$ cat src/selective_repeat_arq_endpoint_macros.svh
// Assertion macros for the selective-repeat ARQ endpoint
`ifndef SELECTIVE_REPEAT_ARQ_ENDPOINT_MACROS_SVH
`define SELECTIVE_REPEAT_ARQ_ENDPOINT_MACROS_SVH
`ifndef NO_ASSERTIONS
`define SRA_ASSERT(name, cond) \
    name: assert property (@(posedge i_clk) disable iff (!i_rst_n) (cond)) \
        else $error("sra assertion failed");
`define SRA_ASSERT_NEXT(name, pre, post) \
    name: assert property (@(posedge i_clk) disable iff (!i_rst_n) (pre) |=> (post)) \
        else $error("sra assertion failed");
`else
`define SRA_ASSERT(name, cond)
`define SRA_ASSERT_NEXT(name, pre, post)
`endif
`endif

$ cat src/sra_pkg.sv
// Shared types, codes and helpers for the selective-repeat ARQ endpoint
`timescale 1ns / 1ps
package sra_pkg;
    localparam int SEQ_W   = 3;
    localparam int SLOT_W  = 2;
    localparam int DATA_W  = 32;
    localparam int BUF_CNT = 4;
    localparam int CNT_W   = 3;

    localparam logic [SEQ_W-1:0] SEQ_MAX   = 3'd7;
    localparam logic [SEQ_W-1:0] WIN_RESET = 3'(BUF_CNT);

    localparam logic [2:0] ACT_PKT   = 3'd0;
    localparam logic [2:0] ACT_FRAME = 3'd1;
    localparam logic [2:0] ACT_CKSUM = 3'd2;
    localparam logic [2:0] ACT_DTMO  = 3'd3;
    localparam logic [2:0] ACT_ATMO  = 3'd4;

    typedef enum logic [1:0] {
        KIND_DATA = 2'd0,
        KIND_ACK  = 2'd1,
        KIND_NAK  = 2'd2
    } t_kind;

    typedef enum logic [2:0] {
        OP_SEND      = 3'd0,
        OP_DELIVER   = 3'd1,
        OP_START     = 3'd2,
        OP_STOP      = 3'd3,
        OP_START_ACK = 3'd4,
        OP_STOP_ACK  = 3'd5,
        OP_DONE      = 3'd6
    } t_op;

    typedef enum logic [3:0] {
        S_IDLE, S_DISPATCH, S_RX_DATA, S_RX_STORE, S_DELIVER, S_DELIV_ACK,
        S_NAK_CHK, S_ACK_LOOP, S_TX_DATA, S_TX_NAK, S_TX_ACK, S_TX_START,
        S_TX_STOP_ACK, S_DONE
    } t_state;

    typedef struct packed {
        logic  load_in;
        logic  emit;
        t_op   op;
        t_kind kind;
        logic  push;
        logic  nr_expired;
        logic  nr_want;
        logic  clr_nak;
        logic  store;
        logic  deliver;
        logic  ack_step;
        logic  clr_guard;
    } t_cmd;

    typedef struct packed {
        logic [2:0] act;
        logic [1:0] kind;
        logic       full;
        logic       nak_allowed;
        logic       seq_ne_exp;
        logic       store_ok;
        logic       deliver_ok;
        logic       ackloop_ok;
        logic       nak_ok;
        logic       slot_free;
    } t_status;

    // b lies in the circular window [a, c)
    function automatic logic in_window(input logic [SEQ_W-1:0] a,
                                       input logic [SEQ_W-1:0] b,
                                       input logic [SEQ_W-1:0] c);
        in_window = ((a <= b) && (b < c)) || ((c < a) && (a <= b)) || ((b < c) && (c < a));
    endfunction
endpackage

$ cat src/selective_repeat_arq_endpoint.sv
// The event is latched on the input transfer and decoded in a dispatch state;
// each result item is then written to the result register, and data and NAK
// frames add decision steps between their results.
// One event at a time: the block is ready again the cycle after the done item;
// a stalled result register holds the sequencer until the item is taken.
// Reset (synchronous, active low) restores windows, counters, no-NAK flag and marks.
`timescale 1ns / 1ps
`include "selective_repeat_arq_endpoint_macros.svh"
module selective_repeat_arq_endpoint (
    input  logic                        i_clk,
    input  logic                        i_rst_n,
    input  logic                        i_in_valid,
    output logic                        o_in_ready,
    input  logic [2:0]                  i_action,
    input  logic [1:0]                  i_rx_kind,
    input  logic [sra_pkg::SEQ_W-1:0]   i_rx_seq,
    input  logic [sra_pkg::SEQ_W-1:0]   i_rx_ack,
    input  logic [sra_pkg::DATA_W-1:0]  i_payload,
    input  logic [sra_pkg::SEQ_W-1:0]   i_expired_seq,
    output logic                        o_out_valid,
    input  logic                        i_out_ready,
    output logic [2:0]                  o_op,
    output logic [1:0]                  o_tx_kind,
    output logic [sra_pkg::SEQ_W-1:0]   o_tx_seq,
    output logic [sra_pkg::SEQ_W-1:0]   o_tx_ack,
    output logic [sra_pkg::DATA_W-1:0]  o_data_word,
    output logic [sra_pkg::SLOT_W-1:0]  o_timer_slot,
    output logic                        o_upper_enable,
    output logic                        o_last
);
    sra_pkg::t_cmd    w_cmd;
    sra_pkg::t_status w_st;

    sra_ctrl u_ctrl (
        .i_clk      (i_clk),
        .i_rst_n    (i_rst_n),
        .i_in_valid (i_in_valid),
        .o_in_ready (o_in_ready),
        .i_st       (w_st),
        .o_cmd      (w_cmd)
    );

    sra_dp u_dp (
        .i_clk          (i_clk),
        .i_rst_n        (i_rst_n),
        .i_cmd          (w_cmd),
        .o_st           (w_st),
        .i_action       (i_action),
        .i_rx_kind      (i_rx_kind),
        .i_rx_seq       (i_rx_seq),
        .i_rx_ack       (i_rx_ack),
        .i_payload      (i_payload),
        .i_expired_seq  (i_expired_seq),
        .o_out_valid    (o_out_valid),
        .i_out_ready    (i_out_ready),
        .o_op           (o_op),
        .o_tx_kind      (o_tx_kind),
        .o_tx_seq       (o_tx_seq),
        .o_tx_ack       (o_tx_ack),
        .o_data_word    (o_data_word),
        .o_timer_slot   (o_timer_slot),
        .o_upper_enable (o_upper_enable),
        .o_last         (o_last)
    );

    `SRA_ASSERT(a_last_is_done, !o_out_valid || (o_last == (o_op == sra_pkg::OP_DONE)))
    `SRA_ASSERT(a_enable_only_done, !o_out_valid || o_last || !o_upper_enable)
    `SRA_ASSERT_NEXT(a_busy_after_transfer, i_in_valid && o_in_ready, !o_in_ready)
endmodule

$ cat src/sra_ctrl.sv
// Event sequencer for the selective-repeat ARQ endpoint
`timescale 1ns / 1ps
module sra_ctrl (
    input  logic             i_clk,
    input  logic             i_rst_n,
    input  logic             i_in_valid,
    output logic             o_in_ready,
    input  sra_pkg::t_status i_st,
    output sra_pkg::t_cmd    o_cmd
);
    sra_pkg::t_state r_state, n_state, r_ret, n_ret;

    always_ff @(posedge i_clk) begin
        if (!i_rst_n) begin
            r_state <= sra_pkg::S_IDLE;
            r_ret   <= sra_pkg::S_DONE;
        end else begin
            r_state <= n_state;
            r_ret   <= n_ret;
        end
    end

    always_comb begin
        n_state = r_state;
        n_ret   = r_ret;
        case (r_state)
            sra_pkg::S_IDLE: begin
                if (i_in_valid) n_state = sra_pkg::S_DISPATCH;
            end
            sra_pkg::S_DISPATCH: begin
                n_ret   = sra_pkg::S_DONE;
                n_state = sra_pkg::S_DONE;
                case (i_st.act)
                    sra_pkg::ACT_PKT: begin
                        if (!i_st.full) n_state = sra_pkg::S_TX_DATA;
                    end
                    sra_pkg::ACT_FRAME: begin
                        if (i_st.kind == sra_pkg::KIND_DATA) n_state = sra_pkg::S_RX_DATA;
                        else if (i_st.kind == sra_pkg::KIND_NAK) n_state = sra_pkg::S_NAK_CHK;
                        else n_state = sra_pkg::S_ACK_LOOP;
                    end
                    sra_pkg::ACT_CKSUM: begin
                        if (i_st.nak_allowed) n_state = sra_pkg::S_TX_NAK;
                    end
                    sra_pkg::ACT_DTMO: n_state = sra_pkg::S_TX_DATA;
                    sra_pkg::ACT_ATMO: n_state = sra_pkg::S_TX_ACK;
                    default: n_state = sra_pkg::S_DONE;
                endcase
            end
            sra_pkg::S_RX_DATA: begin
                if (i_st.seq_ne_exp && i_st.nak_allowed) begin
                    n_state = sra_pkg::S_TX_NAK;
                    n_ret   = sra_pkg::S_RX_STORE;
                end else if (i_st.slot_free) begin
                    n_state = sra_pkg::S_RX_STORE;
                end
            end
            sra_pkg::S_RX_STORE: begin
                n_state = i_st.store_ok ? sra_pkg::S_DELIVER : sra_pkg::S_ACK_LOOP;
            end
            sra_pkg::S_DELIVER: begin
                if (!i_st.deliver_ok) n_state = sra_pkg::S_ACK_LOOP;
                else if (i_st.slot_free) n_state = sra_pkg::S_DELIV_ACK;
            end
            sra_pkg::S_DELIV_ACK: begin
                if (i_st.slot_free) n_state = sra_pkg::S_DELIVER;
            end
            sra_pkg::S_NAK_CHK: begin
                if (i_st.nak_ok) begin
                    n_state = sra_pkg::S_TX_DATA;
                    n_ret   = sra_pkg::S_ACK_LOOP;
                end else begin
                    n_state = sra_pkg::S_ACK_LOOP;
                end
            end
            sra_pkg::S_ACK_LOOP: begin
                if (!i_st.ackloop_ok) n_state = sra_pkg::S_DONE;
            end
            sra_pkg::S_TX_DATA: begin
                if (i_st.slot_free) n_state = sra_pkg::S_TX_START;
            end
            sra_pkg::S_TX_START, sra_pkg::S_TX_NAK, sra_pkg::S_TX_ACK: begin
                if (i_st.slot_free) n_state = sra_pkg::S_TX_STOP_ACK;
            end
            sra_pkg::S_TX_STOP_ACK: begin
                if (i_st.slot_free) n_state = r_ret;
            end
            sra_pkg::S_DONE: begin
                if (i_st.slot_free) n_state = sra_pkg::S_IDLE;
            end
            default: n_state = sra_pkg::S_IDLE;
        endcase
    end

    always_comb begin
        o_cmd      = '0;
        o_cmd.op   = sra_pkg::OP_DONE;
        o_cmd.kind = sra_pkg::KIND_DATA;
        o_in_ready = 1'b0;
        case (r_state)
            sra_pkg::S_IDLE: begin
                o_in_ready    = i_rst_n;
                o_cmd.load_in = i_in_valid && i_rst_n;
            end
            sra_pkg::S_DISPATCH: begin
                o_cmd.clr_guard  = 1'b1;
                o_cmd.push       = (i_st.act == sra_pkg::ACT_PKT) && !i_st.full;
                o_cmd.nr_expired = (i_st.act == sra_pkg::ACT_DTMO);
            end
            sra_pkg::S_RX_DATA: begin
                if (!(i_st.seq_ne_exp && i_st.nak_allowed)) begin
                    o_cmd.emit = i_st.slot_free;
                    o_cmd.op   = sra_pkg::OP_START_ACK;
                end
            end
            sra_pkg::S_RX_STORE: begin
                o_cmd.store     = i_st.store_ok;
                o_cmd.clr_guard = 1'b1;
            end
            sra_pkg::S_DELIVER: begin
                if (i_st.deliver_ok) begin
                    o_cmd.emit    = i_st.slot_free;
                    o_cmd.deliver = i_st.slot_free;
                    o_cmd.op      = sra_pkg::OP_DELIVER;
                end else begin
                    o_cmd.clr_guard = 1'b1;
                end
            end
            sra_pkg::S_DELIV_ACK: begin
                o_cmd.emit = i_st.slot_free;
                o_cmd.op   = sra_pkg::OP_START_ACK;
            end
            sra_pkg::S_NAK_CHK: begin
                o_cmd.nr_want = i_st.nak_ok;
            end
            sra_pkg::S_ACK_LOOP: begin
                if (i_st.ackloop_ok) begin
                    o_cmd.emit     = i_st.slot_free;
                    o_cmd.ack_step = i_st.slot_free;
                    o_cmd.op       = sra_pkg::OP_STOP;
                end
            end
            sra_pkg::S_TX_DATA: begin
                o_cmd.emit = i_st.slot_free;
                o_cmd.op   = sra_pkg::OP_SEND;
                o_cmd.kind = sra_pkg::KIND_DATA;
            end
            sra_pkg::S_TX_NAK: begin
                o_cmd.emit    = i_st.slot_free;
                o_cmd.clr_nak = i_st.slot_free;
                o_cmd.op      = sra_pkg::OP_SEND;
                o_cmd.kind    = sra_pkg::KIND_NAK;
            end
            sra_pkg::S_TX_ACK: begin
                o_cmd.emit = i_st.slot_free;
                o_cmd.op   = sra_pkg::OP_SEND;
                o_cmd.kind = sra_pkg::KIND_ACK;
            end
            sra_pkg::S_TX_START: begin
                o_cmd.emit = i_st.slot_free;
                o_cmd.op   = sra_pkg::OP_START;
            end
            sra_pkg::S_TX_STOP_ACK: begin
                o_cmd.emit = i_st.slot_free;
                o_cmd.op   = sra_pkg::OP_STOP_ACK;
            end
            sra_pkg::S_DONE: begin
                o_cmd.emit = i_st.slot_free;
                o_cmd.op   = sra_pkg::OP_DONE;
            end
            default: o_cmd = '0;
        endcase
    end
endmodule

$ cat src/sra_dp.sv
// Window state, frame buffers and result register of the ARQ endpoint
`timescale 1ns / 1ps
module sra_dp (
    input  logic                        i_clk,
    input  logic                        i_rst_n,
    input  sra_pkg::t_cmd               i_cmd,
    output sra_pkg::t_status            o_st,
    input  logic [2:0]                  i_action,
    input  logic [1:0]                  i_rx_kind,
    input  logic [sra_pkg::SEQ_W-1:0]   i_rx_seq,
    input  logic [sra_pkg::SEQ_W-1:0]   i_rx_ack,
    input  logic [sra_pkg::DATA_W-1:0]  i_payload,
    input  logic [sra_pkg::SEQ_W-1:0]   i_expired_seq,
    output logic                        o_out_valid,
    input  logic                        i_out_ready,
    output logic [2:0]                  o_op,
    output logic [1:0]                  o_tx_kind,
    output logic [sra_pkg::SEQ_W-1:0]   o_tx_seq,
    output logic [sra_pkg::SEQ_W-1:0]   o_tx_ack,
    output logic [sra_pkg::DATA_W-1:0]  o_data_word,
    output logic [sra_pkg::SLOT_W-1:0]  o_timer_slot,
    output logic                        o_upper_enable,
    output logic                        o_last
);
    // latched event
    logic [2:0]                 r_act;
    logic [1:0]                 r_kind;
    logic [sra_pkg::SEQ_W-1:0]  r_seq, r_ack, r_exp_in;
    logic [sra_pkg::DATA_W-1:0] r_word;

    // protocol state
    logic [sra_pkg::SEQ_W-1:0]  r_ack_oldest, r_next_send, r_expected, r_win_top, r_nr;
    logic [sra_pkg::CNT_W-1:0]  r_count, r_guard;
    logic                       r_nak_allowed;
    logic [sra_pkg::BUF_CNT-1:0] r_arrived;
    logic [sra_pkg::DATA_W-1:0] r_out_buf [sra_pkg::BUF_CNT];
    logic [sra_pkg::DATA_W-1:0] r_in_buf  [sra_pkg::BUF_CNT];

    // result register
    logic                       r_valid, r_last, r_en;
    logic [2:0]                 r_op;
    logic [1:0]                 r_tx_kind;
    logic [sra_pkg::SEQ_W-1:0]  r_tx_seq, r_tx_ack;
    logic [sra_pkg::DATA_W-1:0] r_data;
    logic [sra_pkg::SLOT_W-1:0] r_slot;

    logic [sra_pkg::SEQ_W-1:0]  n_want;
    logic                       n_guard_ok, n_full, n_send, n_send_data;

    assign n_want      = r_ack + 3'd1;
    assign n_guard_ok  = r_guard < sra_pkg::CNT_W'(sra_pkg::BUF_CNT);
    assign n_full      = r_count == sra_pkg::CNT_W'(sra_pkg::BUF_CNT);
    assign n_send      = i_cmd.op == sra_pkg::OP_SEND;
    assign n_send_data = n_send && (i_cmd.kind == sra_pkg::KIND_DATA);

    always_comb begin
        o_st.act         = r_act;
        o_st.kind        = r_kind;
        o_st.full        = n_full;
        o_st.nak_allowed = r_nak_allowed;
        o_st.seq_ne_exp  = r_seq != r_expected;
        o_st.store_ok    = sra_pkg::in_window(r_expected, r_seq, r_win_top)
                           && !r_arrived[r_seq[sra_pkg::SLOT_W-1:0]];
        o_st.deliver_ok  = r_arrived[r_expected[sra_pkg::SLOT_W-1:0]] && n_guard_ok;
        o_st.ackloop_ok  = sra_pkg::in_window(r_ack_oldest, r_ack, r_next_send)
                           && (r_count != '0) && n_guard_ok;
        o_st.nak_ok      = sra_pkg::in_window(r_ack_oldest, n_want, r_next_send);
        o_st.slot_free   = !r_valid || i_out_ready;
    end

    always_ff @(posedge i_clk) begin
        if (i_cmd.load_in) begin
            r_act    <= i_action;
            r_kind   <= i_rx_kind;
            r_seq    <= i_rx_seq;
            r_ack    <= i_rx_ack;
            r_word   <= i_payload;
            r_exp_in <= i_expired_seq;
        end
        if (i_cmd.push) begin
            r_out_buf[r_next_send[sra_pkg::SLOT_W-1:0]] <= r_word;
            r_nr <= r_next_send;
        end
        if (i_cmd.nr_expired) r_nr <= r_exp_in;
        if (i_cmd.nr_want) r_nr <= n_want;
        if (i_cmd.store) r_in_buf[r_seq[sra_pkg::SLOT_W-1:0]] <= r_word;
    end

    always_ff @(posedge i_clk) begin
        if (!i_rst_n) begin
            r_ack_oldest  <= '0;
            r_next_send   <= '0;
            r_expected    <= '0;
            r_win_top     <= sra_pkg::WIN_RESET;
            r_count       <= '0;
            r_guard       <= '0;
            r_nak_allowed <= 1'b1;
            r_arrived     <= '0;
        end else begin
            if (i_cmd.push) begin
                r_count     <= r_count + 3'd1;
                r_next_send <= r_next_send + 3'd1;
            end
            if (i_cmd.clr_nak) r_nak_allowed <= 1'b0;
            if (i_cmd.store) r_arrived[r_seq[sra_pkg::SLOT_W-1:0]] <= 1'b1;
            if (i_cmd.clr_guard) r_guard <= '0;
            if (i_cmd.deliver) begin
                r_nak_allowed <= 1'b1;
                r_arrived[r_expected[sra_pkg::SLOT_W-1:0]] <= 1'b0;
                r_expected <= r_expected + 3'd1;
                r_win_top  <= r_win_top + 3'd1;
                r_guard    <= r_guard + 3'd1;
            end
            if (i_cmd.ack_step) begin
                r_count      <= r_count - 3'd1;
                r_ack_oldest <= r_ack_oldest + 3'd1;
                r_guard      <= r_guard + 3'd1;
            end
        end
    end

    always_ff @(posedge i_clk) begin
        if (!i_rst_n) begin
            r_valid <= 1'b0;
        end else if (i_cmd.emit) begin
            r_valid <= 1'b1;
        end else if (i_out_ready) begin
            r_valid <= 1'b0;
        end
    end

    always_ff @(posedge i_clk) begin
        if (i_cmd.emit) begin
            r_op      <= i_cmd.op;
            r_tx_kind <= n_send ? i_cmd.kind : sra_pkg::KIND_DATA;
            r_tx_seq  <= n_send_data ? r_nr : '0;
            r_tx_ack  <= n_send ? r_expected + sra_pkg::SEQ_MAX : '0;
            if (n_send_data) r_data <= r_out_buf[r_nr[sra_pkg::SLOT_W-1:0]];
            else if (i_cmd.op == sra_pkg::OP_DELIVER)
                r_data <= r_in_buf[r_expected[sra_pkg::SLOT_W-1:0]];
            else r_data <= '0;
            if (i_cmd.op == sra_pkg::OP_START) r_slot <= r_nr[sra_pkg::SLOT_W-1:0];
            else if (i_cmd.op == sra_pkg::OP_STOP) r_slot <= r_ack_oldest[sra_pkg::SLOT_W-1:0];
            else r_slot <= '0;
            r_en      <= (i_cmd.op == sra_pkg::OP_DONE) && !n_full;
            r_last    <= i_cmd.op == sra_pkg::OP_DONE;
        end
    end

    assign o_out_valid    = r_valid;
    assign o_op           = r_op;
    assign o_tx_kind      = r_tx_kind;
    assign o_tx_seq       = r_tx_seq;
    assign o_tx_ack       = r_tx_ack;
    assign o_data_word    = r_data;
    assign o_timer_slot   = r_slot;
    assign o_upper_enable = r_en;
    assign o_last         = r_last;
endmodule
$ cat config.mk
export PLATFORM = sky130hd
export DESIGN_NAME = selective_repeat_arq_endpoint
export DESIGN_NICKNAME = d
export VERILOG_FILES = /design/src/sra_pkg.sv /design/src/selective_repeat_arq_endpoint.sv /design/src/sra_ctrl.sv /design/src/sra_dp.sv
export VERILOG_INCLUDE_DIRS = /design/src /design/src/src
export SDC_FILE = /design/constraint.sdc
export NUM_CORES = 1
export LEC_CHECK = 0
export BUFFER_PORTS_ARGS = -buffer_cell sky130_fd_sc_hd__buf_4
export CAP_MARGIN = 20
export CORE_ASPECT_RATIO = 0.5
export CORE_MARGIN = 1
export CORE_UTILIZATION = 60
export CTS_BUF_LIST = sky130_fd_sc_hd__clkbuf_8
export CTS_CLUSTER_SIZE = 24
export DETAILED_ROUTE_END_ITERATION = 8
export PLACE_DENSITY = 0.83
export SLEW_MARGIN = 20
export SYNTH_ARGS = -nofsm -noshare
export SYNTH_HDL_FRONTEND = slang
export SYNTH_HIERARCHICAL = 1
export SYNTH_SLANG_ARGS = --single-unit
$ cat constraint.sdc
create_clock -name i_clk -period 5.8 [get_ports i_clk]
set_input_delay 0.58 -clock i_clk [delete_from_list [all_inputs] [get_ports i_clk]]
set_output_delay 0.58 -clock i_clk [all_outputs]
set_load 0.005 [all_outputs]
* After elaboration in Yosys (flattened, before gate mapping) *
Memories as Yosys holds them, arrays and structs flattened. A register that Yosys moved wholly into a read port is not among the register bits.
Cells that the tools add are included.

operators by class
  mux-type cells = 71
  add/subtract/negate cells = 9
  bitwise operators = 4
  equal/unequal tests = 35
  $lt $le $gt $ge = 13
  reduce and logical (&&, ||, !) cells = 48

operators by type and width
  cell                   count
  $mux W4                21
  $mux W32               2
  $pmux W4 S12           1
  $pmux W4 S9            1
  $mux W3                10
  $eq A4 B4 Y1 const B   6
  $add A3 B1 Y3 const B  7
  $mux W1                21
  $logic_and A1 B1 Y1    20
  $pmux W4 S5            1
  $eq A4 B3 Y1 const B   4
  $lt A3 B3 Y1           5
  $mux W2                7
  $ne A2 B1 Y1 const B   7
  $eq A3 B2 Y1 const B   4
  $pmux W4 S3            1
  $reduce_bool A3 Y1     4
  $eq A3 B3 Y1 const B   3
  $le A3 B3 Y1           3
  $reduce_and A9 Y1      1
  $eq A4 B2 Y1 const B   2
  $logic_or A1 B1 Y1     7
  $eq A3 B1 Y1 const B   2
  $logic_not A3 Y1       2
  27 further kinds       38

storage, ports and cells
  flip-flop bits (word level) = 128
  memories kept = 2
  output and inout bits = 49
  word-level logic and storage cells = 208
  memory bits (writable) = 256

memories
  memory          words  bits a word  rd ports  clocked after memory_dff  wr ports  RTL line      text
  u_dp.r_in_buf   4      32           1         1                         1         sra_dp.sv:37  logic [sra_pkg::DATA_W-1:0] r_in_buf [sra_pkg::BUF_CNT];
  u_dp.r_out_buf  4      32           1         1                         1         sra_dp.sv:36  logic [sra_pkg::DATA_W-1:0] r_out_buf [sra_pkg::BUF_CNT];

* Logic depth before layout (Yosys ltp) *
Gate-level depths: netlist (run 1).

  depth after elaboration = 11
  depth in mapped cells = 15
  gate-level depth less buffers = 14

* Cells and area by module *
The synthesis (run 1) kept the hierarchy.

by module, submodules not included
  module    area each (µm²)  times used  cells each  sequential area each (µm²)
  sra_dp    14,646.5         1           700         11,130.7
  sra_ctrl  888.4            1           133         140.1

* Least setup slack after synthesis (run 1) *
No wires, ideal clock.

  kind = reg-to-reg
  start point = register u_dp/r_ack[1] (netlist name)
  end point = register u_dp.r_data (netlist bit u_dp/o_data_word[0]), enable pin
  buffers on the path = 0
  arrival time = 4.060 ns
  data required time = 5.341 ns
  path slack = 1.281 ns
  stages on the path, launching flop included = 12
  clock period less this slack = 4.519 ns
  cell sequence = edfxtp_1 > inv_1 > ha_1 > nor2b_1 > o21a_1 > o22ai_1 > nor2_1 > nor4_1 > a31oi_1 > nor2_1 > a21oi_1 > nor2b_1

RTL lines
  element                   RTL line       text
  start: declaration        sra_dp.sv:28   logic [sra_pkg::SEQ_W-1:0] r_seq, r_ack, r_exp_in;
  start signal: assignment  sra_dp.sv:76   r_ack <= i_rx_ack;
  end signal: assignment    sra_dp.sv:138  if (n_send_data) r_data <= r_out_buf[r_nr[sra_pkg::SLOT_W-1:0]];
  end signal: assignment    sra_dp.sv:140  r_data <= r_in_buf[r_expected[sra_pkg::SLOT_W-1:0]];
  end: declaration          sra_dp.sv:44   logic [sra_pkg::DATA_W-1:0] r_data;

==> impl_results.md, run 1 <==
* Outcome: complete, no violations
* Post_cts resized at 0
* Latest clock arrival within the worst-skew pair at 0.59 ns
* RSZ-0062 raised after global routing: no
* Simple-Gate Fraction of Synth Area at 5.30%
* Adder-Cell Fraction of Synth Area at 2.46%
* HPWL Detailed at 17.9 mm
* Vias per cell at 6.00
* # IOs at 99
* Final Hold Fails at 0
* Worst-margin pin slew at 1.11 ns
* Area Growth Syn to Fin at 12.3%
* Leak at 6.10 nW
* Post-synth top flop: edfxtp_1
* Clk buf depth at 3
* CTS tree: built
* Routed len/inst at 23.0 um
* Gpl congestion at 0.899
* Non-Filler Instances at 1340
* Antenna cell count at 0
* Worst VDD drop at 0.218 mV
* Reg clk slew, reported paths at 0.07 ns
* CP max FO at 29
* Reg2Reg Setup Slack at 1.74 ns
* Peak Freq at 0.246 GHz
* Initial Util at 61.4%
* Post-synth EDFFs at 352
* Fin worst setup slack at 1.74 ns
* Row count at 41
* DRT antenna net count at 0
* Syn Inst Count at 833
* Share of cells above drive strength 1 at 26.4%
* Die Span X at 230 um
* Post-route clock period utilization at 70.1%
* Synth top area share at 68.0%
* CP Launch Type: register
* Seq/Total Area, Yosys at 72.6%
* First-pass GRT wire length at 46.4 mm
* Post-synthesis mux area share at 10.8%
* Placement Setup Slack at 1.80 ns
* Total Nets Final at 1039
* Dominant cells by area after synthesis: edfxtp_1 (68%), mux4_2 (5.7%), mux4_1 (4.6%)
* DRC viols at 0
* Commonest non-fill, non-tap cells in the layout: edfxtp_1 (352), buf_4 (109), clkbuf_8 (50)
* Post-synthesis xor/xnor area fraction at 0.620%
* Core area at 0.0253 mm^2
* Total congestion overflow at 0
* Sum Neg Setup Slack at 0 ns
* Required time of the critical path at 6.04 ns
* Placed cell count at 1251
* Synthesized area per cell at 18.6 um^2
* Seq cells post-synth at 387
* Via Count at 8044
* Inserted Clock Buffers at 50
* Final wirelength at 30.8 mm
* GRT Util Overall at 23.5%
* # Max-Cap Violations at 0
* Hold-fix buffers, CTS at 0
* Crit path capture type: register
* Die H at 116 um
* Synth warnings at 6
* Largest area contributor in the netlist: edfxtp_1
* Synth async-reset ratio at 0%
* Commonest non-fill, non-tap cell in the layout: edfxtp_1
* Cell Area, Synth at 0.0155 mm^2
* Initial antenna violation count at 0
* Combinational family with the most area after synthesis: multiplexers
* Post-layout minimum cycle time at 4.06 ns
* Largest net degree at the start of global routing at 36
* Die ar. at 0.0266 mm^2
* Slew Limit Headroom at 25.6%
* Setup bufs post-CTS at 0
* Vias in the first global route at 8300
* TritonRoute pass-1 iters at 5
* CTS HTree Levels at 2
* Clk sinks at 387
* Hold Crit Class: in2reg
* Root buffer cell: clkbuf_8
* Buffers added on ports at 98
* Crit Path Class: reg2reg
* PwrDens at 374 mW/mm^2
* Final max-slew violation count at 0
* Synthesized Nets at 913
* DR iter-0 viols at 590
* Final setup vio count at 0
* Compound-Gate Fraction of Synth Area at 5.97%
* Clk_skew at 0.0264 ns
* Distinct cells, synth at 64
* Arrival @ worst endpoint at 4.31 ns
[flip-flops by register name, indices dropped and copies added (netlist names), 3 cells and up, named ones only]
name,flops
u_dp/r_exp_in,3
u_dp/r_act,3
u_dp/o_op,3
u_ctrl/r_state,4
u_dp/o_data_word,32
u_dp/r_ack,3
u_dp/r_win_top,3
u_dp/o_tx_seq,3
u_dp/r_ack_oldest,3
u_dp/r_seq,3
u_dp/r_out_buf,128
u_dp/r_expected,3
u_dp/o_tx_ack,3
u_dp/r_arrived,4
u_dp/r_word,32
u_dp/r_in_buf,128
u_dp/r_nr,3
u_ctrl/r_ret,3
u_dp/r_next_send,3
u_dp/r_guard,3
u_dp/r_count,3
[stage by stage]
stage / util (%) / hold WS, ns / instance area (um^2) / total power [W]
after floorplan: - / 0.450 / 15500 / 0.00428
after global placement: 65.5 / 0.483 / 16600 / 0.00480
after detailed placement: 65.6 / 0.503 / 16600 / 0.00484
after CTS: 69.0 / 0.145 / 17500 / 0.00658
after global routing: 69.0 / 0.135 / 17500 / 0.00680
final: 69.0 / 0.170 / 17500 / 0.00654
[cell usage after synthesis, drive strengths merged (3+ instances only)]
| master | instances |
|---|---|
| and2 | 24 |
| nand3 | 3 |
| a21o | 6 |
| a31oi | 4 |
| nor2 | 31 |
| o21a | 4 |
| a211oi | 8 |
| edfxtp | 352 |
| clkbuf | 15 |
| mux2i | 7 |
| xor2 | 4 |
| a22o | 33 |
| xnor2 | 7 |
| a21oi | 23 |
| nor4 | 3 |
| nor3b | 4 |
| inv | 26 |
| or2 | 4 |
| o211a | 5 |
| nand2 | 19 |
| o21ai | 17 |
| nand2b | 13 |
| nor2b | 17 |
| or3 | 4 |
| ha | 29 |
| a2bb2oi | 3 |
| mux4 | 66 |
| buf | 21 |
| and3 | 7 |
| nor3 | 9 |
| dfxtp | 35 |
| nand3b | 4 |
[cells by family (layout without fill, tap and decap cells)]
group / after synthesis / after routing
AND/OR/NAND/NOR: 147 / 147
buffers and inverters: 62 / 225
adder cells (fa/ha/maj): 30 / 30
XOR/XNOR: 11 / 11
flip-flops: 387 / 387
AO/OA/AOI/OAI: 121 / 121
multiplexers: 75 / 75
[report_power, final]
group,internal [W],switching (W),total (W)
Sequential,0.00345,0.000214,0.00366
Combinational,0.000504,0.000616,0.00112
Clock,0.000807,0.000945,0.00175
[cell type report]
type                       count  area, um^2
sequential                   387       11300
fill                        1521        7840
multi-input combinational    384        3950
timing repair buffer         110         846
clock buffer                  50         688
tap                          344         430
clock inverter                39         171
inverter                      26        97.6
[routing by layer]
metal,up-vias,global-route usage (%),part of all wire (%)
met5,-,0,0
met4,0,7.91,2.5
met3,69,5.12,6.6
met2,307,39.1,49
met1,4071,31.6,42
li1,3597,-,-
[worst max-delay path, cell delays in order (launching register included)]
cell	delay (ns)
dfxtp_1	0.42
inv_1	0.07
ha_1	0.29
a21o_1	0.17
a21oi_1	0.30
nor2_1	0.09
nor4_1	0.54
a31oi_1	0.16
nor2_1	0.16
a21oi_1	0.13
nor2b_4	0.91
buf_4	0.46
[final timing paths]
| path | start | endpoint | cells after the start |
|---|---|---|---|
| setup / recovery | u_dp/r_ack_oldest[1]$_SDFFE_PN0P_ | u_dp/o_tx_kind[0]$_SDFFCE_PP0P_ | 11 |
| hold / removal | i_payload[19] | u_dp/r_word[19]$_DFFE_PP_ | 1 |
| setup reg to reg | u_dp/r_ack_oldest[1]$_SDFFE_PN0P_ | u_dp/o_tx_kind[0]$_SDFFCE_PP0P_ | 11 |
| hold reg to reg | u_ctrl/r_ret[2]$_SDFFE_PN1P_ | u_ctrl/r_ret[2]$_SDFFE_PN1P_ | 2 |
(Power assumes the default switching activity.)
==> run 2: changes to the inputs <==
Clock period 5.8 ns to 3.8 ns, I/O delays scaled along.
==> run 2 against run 1 <==
Net effect:
- critical endpoint is now u_dp/o_data_word[12]$_DFFE_PP_
- first-iteration DRC count is 84% higher
- combinational power is 63% higher
- fmax is 16% higher
- clock skew is 0.014 ns higher
- highest routed layer unchanged
- worst hold slack better by 0.0037 ns
- via count is 6.1% higher
- critical path type unchanged
- count of clock-buffer cells in the layout is 7 higher
- wire length is 10% higher
==> impl_results.md, run 2 (same netlist as run 1, synthesis figures left out) <==
* Latest clock arrival within the worst-skew pair at 0.61 ns (was 0.59 ns)
* DRC viols at 0 (unchanged)
* Clk_skew at 0.0401 ns (was 0.0264 ns)
* Fin worst setup slack at 0.300 ns (was 1.74 ns)
* Reg clk slew, reported paths at 0.07 ns (about the same)
* Leak at 6.47 nW (was 6.10 nW)
* # Max-Cap Violations at 0 (unchanged)
* Psw at 0.00284 W (was 0.00178 W)
* Commonest non-fill, non-tap cell in the layout: edfxtp_1 (unchanged)
* Inserted Clock Buffers at 51 (was 50)
* Arrival @ worst endpoint at 3.86 ns (was 4.31 ns)
* Worst VDD drop at 0.469 mV (was 0.218 mV)
* Largest net degree at the start of global routing at 36 (unchanged)
* DR iter-0 viols at 1085 (was 590)
* Internal at 0.00758 W (was 0.00476 W)
* CP max FO at 35 (was 29)
* Sum Neg Setup Slack at 0 ns (unchanged)
* First-pass GRT wire length at 50.4 mm (was 46.4 mm)
* Peak Freq at 0.286 GHz (was 0.246 GHz)
* Gpl congestion at 0.867 (was 0.899)
* Slowest stage cell, crit path: nor4_1 (was nor2b_4)
* Initial Util at 61.4% (unchanged)
* CTS tree: built (unchanged)
* Slowest cell delay on critical path at 0.53 ns (was 0.91 ns)
* Die H at 116 um (unchanged)
* Power share of the combinational group at 17.6% (was 17.1%)
* Slew Limit Headroom at 38.8% (was 25.6%)
* Total congestion overflow at 0 (unchanged)
* Die ar. at 0.0266 mm^2 (unchanged)
* Crit Path Class: reg2reg (unchanged)
* Post-layout minimum cycle time at 3.50 ns (was 4.06 ns)
* Clk buf depth at 3 (unchanged)
* RSZ-0062 raised after global routing: no (unchanged)
* Row count at 41 (unchanged)
* Worst-margin pin slew at 0.918 ns (was 1.11 ns)
* Core area at 0.0253 mm^2 (unchanged)
* Commonest non-fill, non-tap cells in the layout: edfxtp_1 (352), buf_4 (119), clkbuf_8 (57) (was edfxtp_1 (352), buf_4 (109), clkbuf_8 (50))
* Root buffer cell: clkbuf_8 (unchanged)
* PwrDens at 571 mW/mm^2 (was 374 mW/mm^2)
* Outcome: complete, no violations (unchanged)
* Hold Crit Class: in2reg (unchanged)
* DRT antenna net count at 0 (unchanged)
* FF+latch area at 0.0113 mm^2 (unchanged)
* CP Launch Type: register (unchanged)
* HPWL Detailed at 18.5 mm (was 17.9 mm)
* Worst-path cell chain: inv_1 > ha_1 > nor2b_1 > o21a_1 > o22ai_1 > nor2_1 > nor4_1 > a31oi_1 > nor2_1 > o21a_1 > or3_4 > nor3_4 > buf_12 > a22o_2 (was inv_1 > ha_1 > a21o_1 > a21oi_1 > nor2_1 > nor4_1 > a31oi_1 > nor2_1 > a21oi_1 > nor2b_4 > buf_4)
* Required time of the critical path at 4.16 ns (was 6.04 ns)
* Switch share at 27.3% (was 27.2%)
* Clock power share at 28.8% (was 26.8%)
* Final wirelength at 34.0 mm (was 30.8 mm)
* Final Hold Fails at 0 (unchanged)
* Antenna cell count at 0 (unchanged)
* Vias in the first global route at 8574 (was 8300)
* Routed len/inst at 24.2 um (was 23.0 um)
* Final setup vio count at 0 (unchanged)
* Setup bufs post-CTS at 0 (unchanged)
* Crit path capture type: register (unchanged)
* Vias per cell at 6.06 (was 6.00)
* Area Growth Syn to Fin at 17.5% (was 12.3%)
* Reg power frac at 53.7% (was 56.1%)
* Post-route clock period utilization at 92.1% (was 70.1%)
* Via Count at 8535 (was 8044)
* Top delay family on crit path: simple AND/OR/NAND/NOR gates (unchanged)
* Multi-input gate area at 0.00396 mm^2 (was 0.00395 mm^2)
* Initial antenna violation count at 0 (unchanged)
* # IOs at 99 (unchanged)
* CTS HTree Levels at 2 (unchanged)
* GRT Util Overall at 26.0% (was 23.5%)
* Buffers added on ports at 98 (unchanged)
* Total Nets Final at 1103 (was 1039)
* Placement Setup Slack at 0.238 ns (was 1.80 ns)
* Final max-slew violation count at 0 (unchanged)
* Clk sinks at 387 (unchanged)
* FILL cells at 1452 (was 1521)
* Buf+Inv Stages, Crit Path at 2 (unchanged)
* TritonRoute pass-1 iters at 5 (unchanged)
* Die Span X at 230 um (unchanged)
* Overall power at 0.0104 W (was 0.00654 W)
* Share of cells above drive strength 1 at 27.6% (was 26.4%)
-- run 2: timing repair --
action / in CTS / in global routing
hold buffers: 46 / 0
endpoints found under the setup margin: 0 / 3
endpoints found under the hold margin: 46 / 0
resized for setup: 0 / 1
-- run 2: stage by stage --
step	instances	util [%]	hold slack, ns	instance area [um^2]
after floorplan	833	-	0.450	15500
after global placement	1268	66.5	0.484	16800
after detailed placement	1268	66.5	0.506	16800
after CTS	1408	72.2	0.141	18300
after global routing	1408	72.2	0.166	18300
final	1408	72.2	0.173	18300
-- run 2: cell type report --
type	instances	share of cell area, %
sequential	387	61.7
clock buffer	57	4.30
multi-input combinational	384	21.7
clock inverter	37	1.10
timing repair buffer	173	8.29
inverter	26	0.535
tap	344	2.36
-- run 2: worst paths after layout --
kind	startpoint	endpoint	slack (ns)	cells past startpoint
worst max register to register	u_dp/r_ack[1]$_DFFE_PP_	u_dp/o_data_word[12]$_DFFE_PP_	0.30	14
worst min-delay path	i_rst_n	u_dp/r_win_top[2]$_SDFFE_PN1P_	0.17	2
worst max-delay path	u_dp/r_ack[1]$_DFFE_PP_	u_dp/o_data_word[12]$_DFFE_PP_	0.30	14
worst min register to register	u_ctrl/r_ret[2]$_SDFFE_PN1P_	u_ctrl/r_ret[2]$_SDFFE_PN1P_	0.51	2
-- run 2: per-layer routing --
| layer | part of all wire [%] | track usage [%] | routed length (um) |
|---|---|---|---|
| met4 | 1.8 | 7.87 | 625 |
| met3 | 8.0 | 5.09 | 2710 |
| met2 | 49 | 43.5 | 16700 |
| met1 | 41 | 35.5 | 14000 |
| met5 | 0 | 0 | 0 |
-- run 2: power groups by stage --
stage                     sequential (W)  combinational [W]  clock [W]
after CTS                        0.00558            0.00181    0.00301
after detailed placement         0.00566            0.00176          0
after floorplan                  0.00555           0.000977          0
after global placement           0.00565            0.00173          0
after global routing             0.00564            0.00195    0.00321
final                            0.00559            0.00183    0.00300
-- run 2: worst register-to-register path, cell delays in order, from the launching register on --
cell	delay (ns)
edfxtp_1	0.39
inv_1	0.06
ha_1	0.30
nor2b_1	0.14
o21a_1	0.16
o22ai_1	0.21
nor2_1	0.08
nor4_1	0.53
a31oi_1	0.16
nor2_1	0.16
o21a_1	0.30
or3_4	0.22
nor3_4	0.05
buf_12	0.20
a22o_2	0.30
==> run 3: changes to the inputs <==
Settings changed: CORE_ASPECT_RATIO 0.5 to default.
==> run 3 against run 2 <==
Net effect:
- count of clock-buffer cells in the layout rose by 3
- sequential share of layout area fell by 0.30 points
- final area rose by 0.49%
- critical path depth fell by 1
- final cell count fell by 0.43%
- sequential power barely moved
- global-route usage fell by 1.4 points
- non-clock buffer count fell by 1
- wire length fell by 7.4%
==> impl_results.md, run 3 (same netlist as run 1, synthesis figures left out) <==
* Die Span X at 163 um (was 230 um)
* Total Nets Final at 1108 (was 1103)
* Peak Freq at 0.292 GHz (was 0.286 GHz)
* Final setup vio count at 0 (unchanged)
* Share of cells above drive strength 1 at 27.4% (was 27.6%)
* Root buffer cell: clkbuf_8 (unchanged)
* FF+latch area at 0.0113 mm^2 (about the same)
* CP max FO at 35 (unchanged)
* Highest Signal Layer: met4 (unchanged)
* FILL cells at 1514 (was 1452)
* PwrDens at 575 mW/mm^2 (was 571 mW/mm^2)
* Largest net degree at the start of global routing at 36 (unchanged)
* TritonRoute pass-1 iters at 5 (unchanged)
* Antenna cell count at 0 (unchanged)
* Die H at 163 um (was 116 um)
* Setup bufs post-CTS at 0 (unchanged)
* First-pass GRT wire length at 48.2 mm (was 50.4 mm)
* GRT Util Overall at 24.7% (was 26.0%)
* Final max-slew violation count at 0 (unchanged)
* Leak at 6.56 nW (was 6.47 nW)
* Worst-margin pin slew at 0.995 ns (was 0.918 ns)
* Buf+Inv Stages, Crit Path at 2 (unchanged)
* Commonest non-fill, non-tap cell in the layout: edfxtp_1 (unchanged)
* M1 wire length at 13.0 mm (was 14.0 mm)
* DRC viols at 0 (unchanged)
* Die ar. at 0.0265 mm^2 (was 0.0266 mm^2)
* CP Launch Type: register (unchanged)
* WHS Endpoint: u_ctrl/r_ret[3]$_SDFFE_PN1P_ (was u_dp/r_win_top[2]$_SDFFE_PN1P_)
* Post-route cell area at 0.0183 mm^2 (about the same)
* R2r startpoint: u_dp/r_ack_oldest[1]$_SDFFE_PN0P_ (was u_dp/r_ack[1]$_DFFE_PP_)
* # IOs at 99 (unchanged)
* Hold Crit Class: in2reg (unchanged)
* CTS HTree Levels at 2 (unchanged)
* Finished Core Util at 72.7% (was 72.2%)
* Clk_skew at 0.0220 ns (was 0.0401 ns)
* Area Growth Syn to Fin at 18.1% (was 17.5%)
* Register-to-Register Path Depth at 13 (was 14)
* Initial Util at 61.5% (was 61.4%)
* Sum Neg Setup Slack at 0 ns (unchanged)
* Worst VDD drop at 0.447 mV (was 0.469 mV)
* Crit path capture type: register (unchanged)
* Reg clk slew, reported paths at 0.06 ns (was 0.07 ns)
* Inserted Clock Buffers at 57 (was 51)
* Required time of the critical path at 4.13 ns (was 4.16 ns)
* HPWL Detailed at 18.5 mm (about the same)
* Gpl congestion at 0.873 (was 0.867)
* Total congestion overflow at 0 (unchanged)
* Vias in the first global route at 8580 (was 8574)
* Latest clock arrival within the worst-skew pair at 0.59 ns (was 0.61 ns)
* Vias per cell at 5.91 (was 6.06)
* Row count at 58 (was 41)
* Buffers added on ports at 98 (unchanged)
* Number of cells on the critical path at 13 (was 14)
* Clk buf depth at 3 (unchanged)
* Slew Limit Headroom at 33.7% (was 38.8%)
* Worst-path cell chain: inv_1 > ha_1 > a21o_1 > a21oi_1 > nor2_1 > nor4_2 > a31oi_1 > nor2_1 > o21a_1 > or3_4 > nor3_4 > buf_12 > a22o_2 (was inv_1 > ha_1 > nor2b_1 > o21a_1 > o22ai_1 > nor2_1 > nor4_1 > a31oi_1 > nor2_1 > o21a_1 > or3_4 > nor3_4 > buf_12 > a22o_2)
* Crit Path Class: reg2reg (unchanged)
* Core area at 0.0253 mm^2 (about the same)
* RSZ-0062 raised after global routing: no (unchanged)
* Worst Hold Depth at 2 (unchanged)
* Commonest non-fill, non-tap cells in the layout: edfxtp_1 (352), buf_4 (117), clkbuf_8 (60) (was edfxtp_1 (352), buf_4 (119), clkbuf_8 (57))
* DRT antenna net count at 0 (unchanged)
* Slowest stage cell, crit path: dfxtp_1 (was nor4_1)
* End of the worst register-to-register path: u_dp/o_data_word[12]$_DFFE_PP_ (unchanged)
* Initial antenna violation count at 0 (unchanged)
* Met2 WL post-DR at 16.0 mm (was 16.7 mm)
* Final Hold Fails at 0 (unchanged)
* Slowest cell delay on critical path at 0.43 ns (was 0.53 ns)
* Placed cell area at 0.0168 mm^2 (about the same)
* Routed len/inst at 22.5 um (was 24.2 um)
* Hold_ws at 0.171 ns (was 0.173 ns)
* Hold Startpoint: i_rst_n (unchanged)
* Post-route clock period utilization at 90.0% (was 92.1%)
* Most common cell on crit path: nor2_1
* Post-layout minimum cycle time at 3.42 ns (was 3.50 ns)
* Via Count at 8279 (was 8535)
* DR iter-0 viols at 631 (was 1085)
* CTS tree: built (unchanged)
* Met3 wire len at 1.75 mm (was 2.71 mm)
* Reg2Reg Setup Slack at 0.38 ns (was 0.30 ns)
* Overall power at 0.0105 W (was 0.0104 W)
* Outcome: complete, no violations (unchanged)
* Multi-input gate area at 0.00396 mm^2 (about the same)
* # Max-Cap Violations at 0 (unchanged)
* Final wirelength at 31.5 mm (was 34.0 mm)
* Arrival @ worst endpoint at 3.75 ns (was 3.86 ns)
* Clk sinks at 387 (unchanged)
* Top delay family on crit path: compound AO/OA/AOI/OAI gates (was simple AND/OR/NAND/NOR gates)
==> run 3: metrics by stage <==
step	setup WS, ns	instances
final	0.379	1402
after global routing	0.161	1402
after CTS	0.292	1402
after detailed placement	0.305	1253
after global placement	0.374	1253
after floorplan	0.194	833
==> run 3: final cells by class <==
type                            count  area share [%]
Timing Repair Buffer              172            8.28
Inverter                           26           0.532
Clock buffer                       60            4.50
Sequential cell                   387            61.4
Tap cell                          330            2.25
Clock inverter                     43            1.38
Multi-Input combinational cell    384            21.6
==> run 3: power by group <==
| part | total, W | internal (W) | switching [W] |
|---|---|---|---|
| clock | 0.00313 | 0.00166 | 0.00147 |
| sequential | 0.00559 | 0.00526 | 0.000331 |
| combinational | 0.00182 | 0.000878 | 0.000943 |
==> run 3: worst register-to-register path, cell delays in order (launching register included) <==
cell	delay, ns
dfxtp_1	0.43
inv_1	0.07
ha_1	0.29
a21o_1	0.15
a21oi_1	0.29
nor2_1	0.10
nor4_2	0.42
a31oi_1	0.16
nor2_1	0.18
o21a_1	0.33
or3_4	0.23
nor3_4	0.05
buf_12	0.20
a22o_2	0.28
==> run 3: routing by layer <==
metal  vias up  GRT usage (%)
met5         -              0
met4         0           9.09
met3        58           3.77
met2       320           41.2
met1      4158           33.2
li1       3743              -
==> run 3: timing repair <==
item / 4_1_cts / 5_1_grt
resized for setup: 0 / 2
endpoints found under the setup margin: 0 / 10
hold buffers: 46 / 0
hold endpoints to repair: 46 / 0
==> run 3: how the worst max path moves through the flow <==
stage / slack [ns] / startpoint / endpoint
finish: 0.38 / u_dp/r_ack_oldest[1]$_SDFFE_PN0P_ / u_dp/o_data_word[12]$_DFFE_PP_
global route: 0.16 / u_dp/r_ack_oldest[1]$_SDFFE_PN0P_ / u_dp/o_data_word[14]$_DFFE_PP_
CTS: 0.29 / u_dp/r_ack_oldest[1]$_SDFFE_PN0P_ / u_dp/o_data_word[12]$_DFFE_PP_
detailed placement: 0.30 / u_dp/r_ack_oldest[1]$_SDFFE_PN0P_ / u_dp/o_data_word[31]$_DFFE_PP_
global placement: 0.37 / u_dp/r_ack[0]$_DFFE_PP_ / register
floorplan: 0.19 / u_dp/r_ack[1]$_DFFE_PP_ / u_dp/o_data_word[0]$_DFFE_PP_
